--- src/hdl/i2cms_pkg.sv ---
`timescale 1ns / 1ps

package i2cms_pkg;

    // Sizes of the message tables.
    localparam int MAX_MSGS  = 8;
    localparam int MAX_LEN   = 32;
    localparam int BUF_DEPTH = MAX_MSGS * MAX_LEN;
    localparam int BUF_AW    = $clog2(BUF_DEPTH);
    localparam int LEN_W     = $clog2(MAX_LEN + 1);
    localparam int CNT_W     = $clog2(MAX_MSGS + 1);
    localparam int MSG_W     = 3;
    localparam int PTR_W     = 6;

    // Operation codes carried in the slave tuser.
    localparam logic [2:0] OP_LOAD_DESC = 3'd0;
    localparam logic [2:0] OP_LOAD_BYTE = 3'd1;
    localparam logic [2:0] OP_START     = 3'd2;
    localparam logic [2:0] OP_IRQ       = 3'd3;
    localparam logic [2:0] OP_READ_BYTE = 3'd4;

    // Controller register values.
    localparam logic [7:0] STAT_START_RD = 8'hb0;
    localparam logic [7:0] STAT_START_WR = 8'hf0;
    localparam logic [7:0] STAT_STOP_RD  = 8'h90;
    localparam logic [7:0] STAT_STOP_WR  = 8'hd0;
    localparam logic [7:0] CON_ACK       = 8'haf;
    localparam logic [7:0] CON_NOACK     = 8'h2f;

    // Slave tdata layout, last member in the lowest bits.
    typedef struct packed {
        logic [4:0] pad;
        logic [7:0] rx_byte;
        logic       nack;
        logic [3:0] msg_count;
        logic [5:0] msg_length;
        logic       is_read;
        logic [6:0] dev_addr;
        logic [7:0] buffer_value;
        logic [4:0] byte_index;
        logic [2:0] msg_index;
    } t_in_word;

    // Master tdata layout, last member in the lowest bits.
    typedef struct packed {
        logic [2:0] pad;
        logic [7:0] read_data;
        logic       error;
        logic       done_res;
        logic [7:0] con_value;
        logic       con_write_valid;
        logic [7:0] stat_value;
        logic       stat_write_valid;
        logic [7:0] ds_value;
        logic       ds_write_valid;
    } t_out_word;

    // One registered input item.
    typedef struct packed {
        logic [2:0] operation;
        t_in_word   data;
    } t_item;

    // One message descriptor.
    typedef struct packed {
        logic [6:0]       addr;
        logic             rd;
        logic [LEN_W-1:0] len;
    } t_desc;

    // Byte buffer access for one item.
    typedef struct packed {
        logic              wr_en;
        logic [BUF_AW-1:0] wr_addr;
        logic [7:0]        wr_data;
        logic              rd_en;
        logic [BUF_AW-1:0] rd_addr;
    } t_mem_req;

    // Result of one item; the buffer read data is merged in later.
    typedef struct packed {
        logic       ds_we;
        logic [7:0] ds_value;
        logic       ds_from_mem;
        logic       stat_we;
        logic [7:0] stat_value;
        logic       con_we;
        logic [7:0] con_value;
        logic       done;
        logic       error;
        logic       rd_from_mem;
    } t_res;

endpackage

--- src/hdl/i2cms_seq.sv ---
`timescale 1ns / 1ps

module i2cms_seq (
    input  logic               i_clk,
    input  logic               i_rst_n,
    input  logic               i_step,
    input  i2cms_pkg::t_item   i_item,
    output i2cms_pkg::t_res    o_res,
    output i2cms_pkg::t_mem_req o_mem
);

    localparam logic [2:0] PH_IDLE  = 3'd0;
    localparam logic [2:0] PH_START = 3'd1;
    localparam logic [2:0] PH_READ  = 3'd2;
    localparam logic [2:0] PH_WRITE = 3'd3;
    localparam logic [2:0] PH_STOP  = 3'd4;

    logic [2:0]                        r_phase, n_phase;
    logic [i2cms_pkg::MSG_W-1:0]       r_msg, n_msg;
    logic [i2cms_pkg::PTR_W-1:0]       r_ptr, n_ptr;
    logic [i2cms_pkg::CNT_W-1:0]       r_total, n_total;
    i2cms_pkg::t_desc                  r_cur, n_cur;
    i2cms_pkg::t_desc                  r_desc [i2cms_pkg::MAX_MSGS];

    i2cms_pkg::t_desc                  load_d;
    i2cms_pkg::t_desc                  nxt_d;
    i2cms_pkg::t_desc                  start_d;
    logic [i2cms_pkg::MSG_W-1:0]       rd_idx;
    logic                              desc_we;
    logic                              is_last;
    logic                              do_start, do_stop, stop_err;
    logic                              do_read_next, do_write_next, do_finish;
    logic [i2cms_pkg::PTR_W-1:0]       rn_ptr;

    // Descriptor being loaded, with the length saturated.
    always_comb begin
        load_d.addr = i_item.data.dev_addr;
        load_d.rd   = i_item.data.is_read;
        if (int'(i_item.data.msg_length) > i2cms_pkg::MAX_LEN) begin
            load_d.len = i2cms_pkg::LEN_W'(i2cms_pkg::MAX_LEN);
        end else begin
            load_d.len = i2cms_pkg::LEN_W'(i_item.data.msg_length);
        end
    end

    // One table read: slot 0 on a start, otherwise the following message.
    assign rd_idx  = (i_item.operation == i2cms_pkg::OP_START) ? '0 : r_msg + 1'b1;
    assign nxt_d   = r_desc[rd_idx];
    assign is_last = ({1'b0, r_msg} + 1'b1) >= r_total;

    // Sequencing of one item.
    always_comb begin
        n_phase       = r_phase;
        n_msg         = r_msg;
        n_ptr         = r_ptr;
        n_total       = r_total;
        n_cur         = r_cur;
        o_res         = '0;
        o_mem         = '0;
        desc_we       = 1'b0;
        do_start      = 1'b0;
        do_stop       = 1'b0;
        stop_err      = 1'b0;
        do_read_next  = 1'b0;
        do_write_next = 1'b0;
        do_finish     = 1'b0;
        rn_ptr        = r_ptr;
        start_d       = nxt_d;

        unique case (i_item.operation)
            i2cms_pkg::OP_LOAD_DESC: begin
                if (int'(i_item.data.msg_index) < i2cms_pkg::MAX_MSGS) begin
                    desc_we = 1'b1;
                    // Keep the copy of the active descriptor current.
                    if (i_item.data.msg_index == r_msg) begin
                        n_cur = load_d;
                    end
                end
            end
            i2cms_pkg::OP_LOAD_BYTE: begin
                if (int'(i_item.data.msg_index) < i2cms_pkg::MAX_MSGS &&
                    int'(i_item.data.byte_index) < i2cms_pkg::MAX_LEN) begin
                    o_mem.wr_en   = 1'b1;
                    o_mem.wr_addr =
                        i2cms_pkg::BUF_AW'(i_item.data.msg_index) *
                        i2cms_pkg::BUF_AW'(i2cms_pkg::MAX_LEN) +
                        i2cms_pkg::BUF_AW'(i_item.data.byte_index);
                    o_mem.wr_data = i_item.data.buffer_value;
                end
            end
            i2cms_pkg::OP_START: begin
                if (i_item.data.msg_count != '0) begin
                    if (int'(i_item.data.msg_count) > i2cms_pkg::MAX_MSGS) begin
                        n_total = i2cms_pkg::CNT_W'(i2cms_pkg::MAX_MSGS);
                    end else begin
                        n_total = i2cms_pkg::CNT_W'(i_item.data.msg_count);
                    end
                    n_msg    = '0;
                    n_ptr    = '0;
                    n_cur    = nxt_d;
                    do_start = 1'b1;
                end
            end
            i2cms_pkg::OP_IRQ: begin
                unique case (r_phase)
                    PH_START: begin
                        if (i_item.data.nack) begin
                            do_stop  = 1'b1;
                            stop_err = 1'b1;
                        end else if (is_last && ({1'b0, r_ptr} >= {1'b0, r_cur.len})) begin
                            do_stop = 1'b1;
                        end else if (r_cur.rd) begin
                            n_phase      = PH_READ;
                            do_read_next = 1'b1;
                        end else begin
                            n_phase       = PH_WRITE;
                            do_write_next = 1'b1;
                        end
                    end
                    PH_WRITE: begin
                        if (i_item.data.nack) begin
                            do_stop  = 1'b1;
                            stop_err = 1'b1;
                        end else begin
                            do_write_next = 1'b1;
                        end
                    end
                    PH_READ: begin
                        // Store the received byte, then ask for the next one.
                        if (int'(r_ptr) < i2cms_pkg::MAX_LEN) begin
                            o_mem.wr_en   = 1'b1;
                            o_mem.wr_addr =
                                i2cms_pkg::BUF_AW'(r_msg) *
                                i2cms_pkg::BUF_AW'(i2cms_pkg::MAX_LEN) +
                                i2cms_pkg::BUF_AW'(r_ptr);
                            o_mem.wr_data = i_item.data.rx_byte;
                        end
                        rn_ptr       = r_ptr + 1'b1;
                        n_ptr        = rn_ptr;
                        do_read_next = 1'b1;
                    end
                    default: begin
                    end
                endcase
            end
            i2cms_pkg::OP_READ_BYTE: begin
                if (int'(i_item.data.msg_index) < i2cms_pkg::MAX_MSGS &&
                    int'(i_item.data.byte_index) < i2cms_pkg::MAX_LEN) begin
                    o_mem.rd_en   = 1'b1;
                    o_mem.rd_addr =
                        i2cms_pkg::BUF_AW'(i_item.data.msg_index) *
                        i2cms_pkg::BUF_AW'(i2cms_pkg::MAX_LEN) +
                        i2cms_pkg::BUF_AW'(i_item.data.byte_index);
                    o_res.rd_from_mem = 1'b1;
                end
            end
            default: begin
            end
        endcase

        // Ask for the next read byte; the last one goes without ACK.
        if (do_read_next) begin
            if ({1'b0, rn_ptr} < {1'b0, r_cur.len}) begin
                o_res.con_we    = 1'b1;
                o_res.con_value = (({1'b0, rn_ptr} + 1'b1) == {1'b0, r_cur.len}) ?
                                  i2cms_pkg::CON_NOACK : i2cms_pkg::CON_ACK;
            end else begin
                do_finish = 1'b1;
            end
        end

        // Send the next write byte from the buffer.
        if (do_write_next) begin
            if ({1'b0, r_ptr} < {1'b0, r_cur.len}) begin
                o_mem.rd_en       = 1'b1;
                o_mem.rd_addr     = i2cms_pkg::BUF_AW'(r_msg) *
                                    i2cms_pkg::BUF_AW'(i2cms_pkg::MAX_LEN) +
                                    i2cms_pkg::BUF_AW'(r_ptr);
                o_res.ds_we       = 1'b1;
                o_res.ds_from_mem = 1'b1;
                o_res.con_we      = 1'b1;
                o_res.con_value   = i2cms_pkg::CON_ACK;
                n_ptr             = r_ptr + 1'b1;
            end else begin
                do_finish = 1'b1;
            end
        end

        // End of a message: repeated START for the next one, or STOP.
        if (do_finish) begin
            if (!is_last) begin
                n_msg    = r_msg + 1'b1;
                n_ptr    = '0;
                n_cur    = nxt_d;
                do_start = 1'b1;
            end else begin
                do_stop = 1'b1;
            end
        end

        if (do_start) begin
            n_phase          = PH_START;
            o_res.ds_we      = 1'b1;
            o_res.ds_value   = {start_d.addr, 1'b0};
            o_res.stat_we    = 1'b1;
            o_res.stat_value = start_d.rd ? i2cms_pkg::STAT_START_RD :
                                            i2cms_pkg::STAT_START_WR;
        end

        if (do_stop) begin
            n_phase          = PH_STOP;
            o_res.stat_we    = 1'b1;
            o_res.stat_value = r_cur.rd ? i2cms_pkg::STAT_STOP_RD :
                                          i2cms_pkg::STAT_STOP_WR;
            o_res.con_we     = 1'b1;
            o_res.con_value  = i2cms_pkg::CON_ACK;
            o_res.done       = 1'b1;
            o_res.error      = stop_err;
        end
    end

    // Transfer state.
    always_ff @(posedge i_clk) begin
        if (!i_rst_n) begin
            r_phase <= PH_IDLE;
            r_msg   <= '0;
            r_ptr   <= '0;
            r_total <= '0;
        end else if (i_step) begin
            r_phase <= n_phase;
            r_msg   <= n_msg;
            r_ptr   <= n_ptr;
            r_total <= n_total;
        end
    end

    // Descriptor table and the copy of the active entry.
    always_ff @(posedge i_clk) begin
        if (i_step) begin
            r_cur <= n_cur;
            if (desc_we) begin
                r_desc[i_item.data.msg_index] <= load_d;
            end
        end
    end

endmodule

--- src/hdl/i2c_master_transfer_sequencer.sv ---
`timescale 1ns / 1ps

// Channel   Direction  Ports               Content
// -------   ---------  ------------------  ------------------------------------------
// s_axis    in         tvalid/tready/data  operation in tuser, item fields in tdata
// m_axis    out        tvalid/tready/data  controller register writes and status
//
// Every item gives exactly one result, through the input register and then the result
// register. One item is accepted per cycle while the output is not stalled; the input
// register, the byte buffer's registered read and the result register form the two stages.
// Reset is synchronous and active low; it clears the transfer state and both stage
// valid bits. The buffer and descriptor tables hold their contents until written.
// A stalled output holds its result and the pipeline stops behind it.

module i2c_master_transfer_sequencer (
    input  logic        i_clk,
    input  logic        i_rst_n,
    input  logic        i_s_axis_tvalid,
    output logic        o_s_axis_tready,
    // tuser: operation[2:0]
    input  logic [2:0]  i_s_axis_tuser,
    // tdata: msg_index, byte_index, buffer_value, dev_addr, is_read, msg_length,
    // msg_count, nack, rx_byte, zero fill
    input  logic [47:0] i_s_axis_tdata,
    output logic        o_m_axis_tvalid,
    input  logic        i_m_axis_tready,
    // tdata: ds_write_valid, ds_value, stat_write_valid, stat_value, con_write_valid,
    // con_value, done_res, error, read_data, zero fill
    output logic [39:0] o_m_axis_tdata
);

    logic                  r_v1;
    logic                  r_v2;
    i2cms_pkg::t_item      r_item;
    i2cms_pkg::t_res       r_res;
    logic [7:0]            r_mem_q;
    logic [7:0]            r_buf [i2cms_pkg::BUF_DEPTH];

    logic                  advance;
    logic                  step;
    i2cms_pkg::t_res       res;
    i2cms_pkg::t_mem_req   mem;
    i2cms_pkg::t_out_word  out_w;

    assign advance         = !r_v2 || i_m_axis_tready;
    assign step            = r_v1 && advance;
    assign o_s_axis_tready = !r_v1 || advance;

    // Input register.
    always_ff @(posedge i_clk) begin
        if (!i_rst_n) begin
            r_v1 <= 1'b0;
        end else if (o_s_axis_tready) begin
            r_v1 <= i_s_axis_tvalid;
        end
    end

    always_ff @(posedge i_clk) begin
        if (o_s_axis_tready && i_s_axis_tvalid) begin
            r_item.operation <= i_s_axis_tuser;
            r_item.data      <= i2cms_pkg::t_in_word'(i_s_axis_tdata);
        end
    end

    i2cms_seq u_seq (
        .i_clk   (i_clk),
        .i_rst_n (i_rst_n),
        .i_step  (step),
        .i_item  (r_item),
        .o_res   (res),
        .o_mem   (mem)
    );

    // Byte buffer with registered read.
    always_ff @(posedge i_clk) begin
        if (step && mem.wr_en) begin
            r_buf[mem.wr_addr] <= mem.wr_data;
        end
        if (step && mem.rd_en) begin
            r_mem_q <= r_buf[mem.rd_addr];
        end
    end

    // Result register.
    always_ff @(posedge i_clk) begin
        if (!i_rst_n) begin
            r_v2 <= 1'b0;
        end else if (advance) begin
            r_v2 <= r_v1;
        end
    end

    always_ff @(posedge i_clk) begin
        if (step) begin
            r_res <= res;
        end
    end

    // Merge the buffer byte into the result word.
    always_comb begin
        out_w                  = '0;
        out_w.ds_write_valid   = r_res.ds_we;
        out_w.ds_value         = r_res.ds_from_mem ? r_mem_q : r_res.ds_value;
        out_w.stat_write_valid = r_res.stat_we;
        out_w.stat_value       = r_res.stat_value;
        out_w.con_write_valid  = r_res.con_we;
        out_w.con_value        = r_res.con_value;
        out_w.done_res         = r_res.done;
        out_w.error            = r_res.error;
        out_w.read_data        = r_res.rd_from_mem ? r_mem_q : 8'h00;
    end

    assign o_m_axis_tvalid = r_v2;
    assign o_m_axis_tdata  = out_w;

endmodule

--- config.mk ---
export PLATFORM = sky130hd
export DESIGN_NAME = i2c_master_transfer_sequencer
export DESIGN_NICKNAME = d
export VERILOG_FILES = /design/src/hdl/i2cms_pkg.sv /design/src/hdl/i2cms_seq.sv /design/src/hdl/i2c_master_transfer_sequencer.sv
export SDC_FILE = /design/constraint.sdc
export NUM_CORES = 2
export LEC_CHECK = 0
export BUFFER_PORTS_ARGS = -buffer_cell sky130_fd_sc_hd__buf_2
export CAP_MARGIN = 20
export CORE_AREA = 2 2 291 580
export CTS_CLUSTER_SIZE = 12
export DETAILED_ROUTE_END_ITERATION = 10
export DIE_AREA = 0 0 293 582
export PLACE_DENSITY = 0.68
export SLEW_MARGIN = 10
export SYNTH_ARGS = -nofsm -noshare
export SYNTH_HDL_FRONTEND = slang
export SYNTH_SLANG_ARGS = --single-unit
--- constraint.sdc ---
create_clock -name i_clk -period 7.9 [get_ports i_clk]
set_input_delay 0.395 -clock i_clk [delete_from_list [all_inputs] [get_ports i_clk]]
set_output_delay 0.395 -clock i_clk [all_outputs]
set_load 0.02 [all_outputs]
# After elaboration in Yosys (flattened, before gate mapping)

Memories as Yosys holds them, arrays and structs flattened. A register that Yosys moved wholly into a read port is not among the register bits.
Index checks and enable logic that the tools add are counted.

Multiplexer cells: 81
Add/subtract/negate cells: 6
$lt $le $gt $ge: 7
Eq/ne operators: 11
Reduce and logical (&&, ||, !) cells: 17

Operator list:

| cell                                               | number |
|---|---|
| two-way mux 9 bit                                  | 8 |
| two-way mux 14 bit                                 | 4 |
| two-way mux 6 bit                                  | 8 |
| two-way mux 1 bit                                  | 35 |
| two-way mux 17 bit                                 | 2 |
| case mux 17 bit (2 select lines)                   | 1 |
| two-way mux 3 bit                                  | 11 |
| case mux 14 bit (2 select lines)                   | 1 |
| two-way mux 8 bit                                  | 3 |
| two-way mux 19 bit                                 | 1 |
| two-way mux 7 bit                                  | 2 |
| == test 3 x 2 -> 1 bit (second input constant)     | 4 |
| less-than comparator 6 bit                         | 2 |
| case mux 6 bit (2 select lines)                    | 1 |
| adder 8 x 5 -> 8 bit                               | 1 |
| adder 8 x 6 -> 8 bit                               | 1 |
| adder 6 x 1 -> 7 bit (second input constant)       | 1 |
| == test 7 x 6 -> 1 bit                             | 1 |
| adder 6 x 1 -> 6 bit (second input constant)       | 1 |
| == test 3 x 1 -> 1 bit (second input constant)     | 2 |
| >= comparator 6 bit                                | 1 |
| > comparator 6 bit (second input constant)         | 1 |
| less-than comparator 6 bit (second input constant) | 1 |
| != test 3 x 1 -> 1 bit (second input constant)     | 2 |
| 17 further kinds                                   | 27 |

Register bits after elaboration: 109
Bits of input ports: 55
Bits in writable memories: 2160
Memories: 2
Output and inout port bits: 42

Memories:

| name         | depth | width | rd ports | clocked after memory_dff | write ports | line                                | RTL |
|---|---|---|---|---|---|---|---|
| r_buf        | 256   | 8     | 1        | 1                        | 1           | i2c_master_transfer_sequencer.sv:37 | `logic [7:0] r_buf [i2cms_pkg::BUF_DEPTH];` |
| u_seq.r_desc | 8     | 14    | 1        | 0                        | 1           | i2cms_seq.sv:23                     | `i2cms_pkg::t_desc r_desc [i2cms_pkg::MAX_MSGS];` |

# Longest topological paths before layout

Word-level depth: 13
Depth in mapped cells: 19

# Hierarchy

From an unflattened synthesis, not the netlist that was laid out.

Cells, all modules: 4642
Area total of the unflattened synthesis: 90409.2 sq um

Modules (own cells, without submodules):

| module                        | instances | sequential area each (sq um) | cells an instance | area each (sq um) |
|---|---|---|---|---|
| i2c_master_transfer_sequencer | 1         | 64241.6                      | 4004              | 83349.9 |
| i2cms_seq                     | 1         | 3893.7                       | 638               | 7059.3 |

# Worst setup path after synthesis

OpenSTA, ideal clock, no wires.

Kind: register to register
Start point: register r_item[50] in the netlist's numbering
End point: memory r_buf[0][0], data pin
Data arrival time: 4755 ps
Data required time: 7034 ps
Setup slack: 2280 ps
Buffers on the path: 1
Cell stages (with the launch flop): 6
Setup time: 866 ps
Cell sequence: edfxtp_1 -> nand3b_4 -> nand2b_1 -> nor2_1 -> clkbuf_1 -> a22o_1

RTL lines:

| item        | line                                | RTL |
|---|---|---|
| from (decl) | i2c_master_transfer_sequencer.sv:34 | `i2cms_pkg::t_item r_item;` |
| to (decl)   | i2c_master_transfer_sequencer.sv:37 |  |

# Final worst setup path

Start point: register u_seq.r_msg[1] in the netlist's numbering
End point: register r_mem_q[1] (read register of r_buf), data pin

Cells in the longest elaborated chain, start to end: 9

Ends and longest elaborated chain:

| item                            | line                                | RTL |
|---|---|---|
| from (decl)                     | i2cms_seq.sv:19                     | `logic [i2cms_pkg::MSG_W-1:0] r_msg, n_msg;` |
| from (signal assigned)          | i2cms_seq.sv:231                    | `r_msg <= n_msg;` |
| adder 3 x 1 -> 4 bit            | i2cms_seq.sv:49                     | `assign is_last = ({1'b0, r_msg} + 1'b1) >= r_total;` |
| >= comparator 4 bit             | i2cms_seq.sv:49                     |  |
| logical AND 1 bit               | i2cms_seq.sv:110                    | `end else if (is_last && ({1'b0, r_ptr} >= {1'b0, r_cur.len})) begin` |
| two-way mux 1 bit               | i2cms_seq.sv:110                    |  |
| two-way mux 1 bit               | i2cms_seq.sv:107                    | `if (i_item.data.nack) begin` |
| case mux 1 bit (2 select lines) | i2cms_seq.sv:105                    | `unique case (r_phase)` |
| two-way mux 1 bit               | i2cms_seq.sv:70                     | `unique case (i_item.operation)` |
| two-way mux 9 bit *             | i2cms_seq.sv:173                    | `if (do_write_next) begin` |
| logical AND 1 bit               | i2c_master_transfer_sequencer.sv:79 | `if (step && mem.rd_en) begin` |
| to (decl)                       | i2c_master_transfer_sequencer.sv:36 | `logic [7:0] r_mem_q;` |

Every way passes the cells marked *; elsewhere a longest branch is shown, timed or not.
A chain may end at the register's enable or synchronous reset.

==> metrics.md <==
| Metric | Value |
|---|---|
| Status | finished with violations |
| Violations in the final reports | slew limit |
| Core Region | 166300 sq um |
| Antenna-violating nets left | 0 |
| Worst-Margin Slew | 1.678 ns |
| Crit path DAT | 7.12 ns |
| Synth top area share | 73.92% |
| Largest net degree at the start of global routing | 207 |
| Synth top area cells | edfxtp_1 (74%), nand2_1 (5.6%), mux2i_1 (2.4%) |
| Routed WL | 313800 um |
| DRC viols | 0 |
| Most common cell in the synthesized netlist | edfxtp_1 |
| # nets final | 6705 |
| VDD IR max | 0.1934 mV |
| Yosys warnings | 0 |
| DR iter-0 viols | 8617 |
| Die Area | 170500 sq um |
| Sequential cell area | 67560 sq um |
| FP Rows | 212 |
| Clock buffer count from CTS | 214 |
| Routability Congestion | 0.9825 |
| Final Hold Vio Count | 0 |
| P&R area growth vs syn | 10.52% |
| Fin crit share | 83.06% |
| Vias | 60639 |
| CP most frequent cell | ha_1 |
| Multi-input combinational cell area | 21670 sq um |
| DR WL/cell | 35.61 um |
| Number of synthesized register bits | 2256 |
| Vias in the first global route | 58778 |
| Die Wd | 293 um |
| Critical path class | reg2reg |
| CTS tree | yes |
| Initial antenna violation count | 24 |
| Cells after Synth | 6497 |
| Initial Util | 54.67% |
| Synth Cell Area | 90920 sq um |
| Fin. max-slew vios | 83 |
| CP max stage delay | 1.01 ns |
| Hpwl dp | 201300 um |
| Gr usage total | 36.55% |
| CTS sink count | 2256 |
| Post-synth ARST share | 0% |
| Startpoint types | flop |
| Port bufs | 82 |
| Slowest-stage cell, CP | o211ai_1 |
| R2R Setup Slk | 1.34 ns |
| Later-pin clock latency in the skew report | 0.87 ns |
| CTS max path bufs | 4 |
| Cell variety after synth | 91 |
| Fin cells | 8812 |
| Post-synthesis average cell area | 13.99 sq um |
| Clk_skew | 0.06240 ns |
| Relative slew margins | -11.88% |
| Final Critical Period | 6.562 ns |
| Endpoints failing setup | 0 |
| Crit-path cells | ha_1 -> xor2_1 -> ha_1 -> o21ai_1 -> a221oi_4 -> a211o_2 -> nand2_4 -> buf_4 -> a211oi_1 -> a311oi_1 -> a31oi_1 -> o22ai_1 -> o211ai_1 -> a221oi_1 |
| Ports | 97 |
| Detailed Routing Iterations Pass 1 | 9 |
| H-tree depth | 4 |
| Unrepaired setup endpoints after global routing | false |
| Setup TNS | 0 ns |
| Crit-path max FO | 35 |
| Via-per-instance ratio | 6.881 |
| Critical path data required time | 8.46 ns |
| Global route total overflow | 0 |
| Post_cts resized | 0 |
| Fill cells | 12168 |
| Die Span Y | 582 um |
| Max Cap Viol | 0 |
| Critical Path End Type | flop |
| Clk slew on worst S/H paths | 0.06 ns |
| Register area share after synthesis | 74.32% |
| Post-synth EDFFs | 2238 |
| First-pass GRT wire length | 433300 um |
| Max Fclk | 152.4 MHz |
| Dpl cells | 8489 |
| Pwr/cell area | 228.2 nW/um^2 |
| Static Leak | 35.54 nW |
| Ys flop type | edfxtp_1 |
| Leading area contributor after synthesis | edfxtp_1 |
| Hold crit path type | in2reg |
| Commonest cells in the synthesized netlist | edfxtp_1 (2238), nand2_1 (1360), nand3_1 (397) |
| Root buffer cell | clkbuf_16 |
| Share of cells above drive strength 1 | 9.693% |
==> worst paths after layout <==
kind | endpoint | startpoint | cells after the start
max reg2reg | r_mem_q[1]$_DFFE_PP_ | u_seq.r_msg[1]$_SDFFE_PN0P_ | 14
min reg2reg | u_seq.r_total[0]$_SDFFE_PN0P_ | u_seq.r_total[0]$_SDFFE_PN0P_ | 2
max | r_mem_q[1]$_DFFE_PP_ | u_seq.r_msg[1]$_SDFFE_PN0P_ | 14
min | r_item[14]$_DFFE_PP_ | i_s_axis_tdata[14] | 2
==> layer usage <==
layer / track usage [%] / up-vias / wire length (um)
met5: 0 / - / 120
li1: - / 24851 / -
met1: 37.78 / 29981 / 93150
met4: 37.23 / 18 / 38830
met2: 59.75 / 4369 / 150700
met3: 8.249 / 1420 / 31080
==> critical path, delay by kind of cell (launching register included) <==
kind / cells / cell delay [ns]
AOI/OAI and AO/OA: 9 / 4.02
xor gates and xnor gates: 1 / 0.25
adders and majority gates: 2 / 0.52
buffers and inverters: 1 / 0.42
DFF: 1 / 0.46
and+or+nand+nor: 1 / 0.59
==> report_power, final <==
part / leakage [nW] / switching [mW] / total, mW / internal, mW
clock network: 2.72 / 4.17 / 9.01 / 4.84
registers: 24.1 / 0.0279 / 13.1 / 13.1
logic: 8.68 / 0.612 / 0.800 / 0.188
==> state kept, by name (all words and copies together) (netlist names) <==
signal / count
r_mem_q: 8
u_seq.r_ptr: 6
o_m_axis_tdata: 8
r_v1: 1
o_m_axis_tvalid: 1
u_seq.r_cur: 7
r_buf: 2048
u_seq.r_phase: 3
u_seq.r_msg: 3
u_seq.r_total: 4
r_res: 9
u_seq.r_desc: 112
r_item: 46
==> cell type report <==
class                   instances  area share [%]
multi-input cells            3786           21.57
inverters                      22         0.08219
flip-flops and latches       2256           67.24
well taps                    2140           2.665
clock inverters                 5         0.04607
clock buffers                 237           5.479
diodes                         18         0.04483
repair buffers                348           2.875
==> cell usage in the layout (no fill, tap or decap), types with 16 or more instances in the layout <==
master,n
nor2b_1,20
o22ai_1,34
nor4_1,32
o221ai_1,20
o2111ai_1,18
a311oi_1,27
and3_1,173
a21oi_1,102
clkbuf_1,20
a32oi_1,89
a22oi_1,33
nor3_1,31
buf_12,26
nand2b_1,23
buf_4,177
dlygate4sd3_1,52
and2_1,21
diode_2,18
nand3_1,382
a2111oi_0,32
nand2_1,1355
mux2i_1,222
clkbuf_16,217
and4_1,16
o21ai_0,55
ha_1,22
o211ai_1,29
edfxtp_1,2238
inv_1,20
a31oi_1,194
nor2_1,324
buf_2,83
nand4_1,114
a211oi_1,159
dfxtp_1,18
==> cell families after synthesis <==
logic type	share of synthesized area, %
xor gates and xnor gates	0.1445
DFF	74.32
AOI/OAI and AO/OA	7.284
other	0.004125
and+or+nand+nor	12.62
buffers and inverters	2.378
muxes	2.952
adders and majority gates	0.3028
==> stage by stage <==
step,hold WS (ns),setup slack (ns),power (mW),area [sq um],util [%]
finish,0.2352,1.338,22.93,100500,60.42
CTS,0.2094,1.777,22.86,100300,60.32
global placement,0.5018,1.796,14.10,94110,56.58
global route,0.2277,1.486,23.28,100400,60.39
detailed placement,0.5184,1.772,14.11,94240,56.66
floorplan,0.4791,2.280,13.76,90950,-
==> timing repair <==
item / 4_1_cts / 5_1_grt
setup buffers: 0 / 0
hold endpoints to repair: 57 / 0
hold buffers: 52 / 0
(Power assumes the default switching activity.)
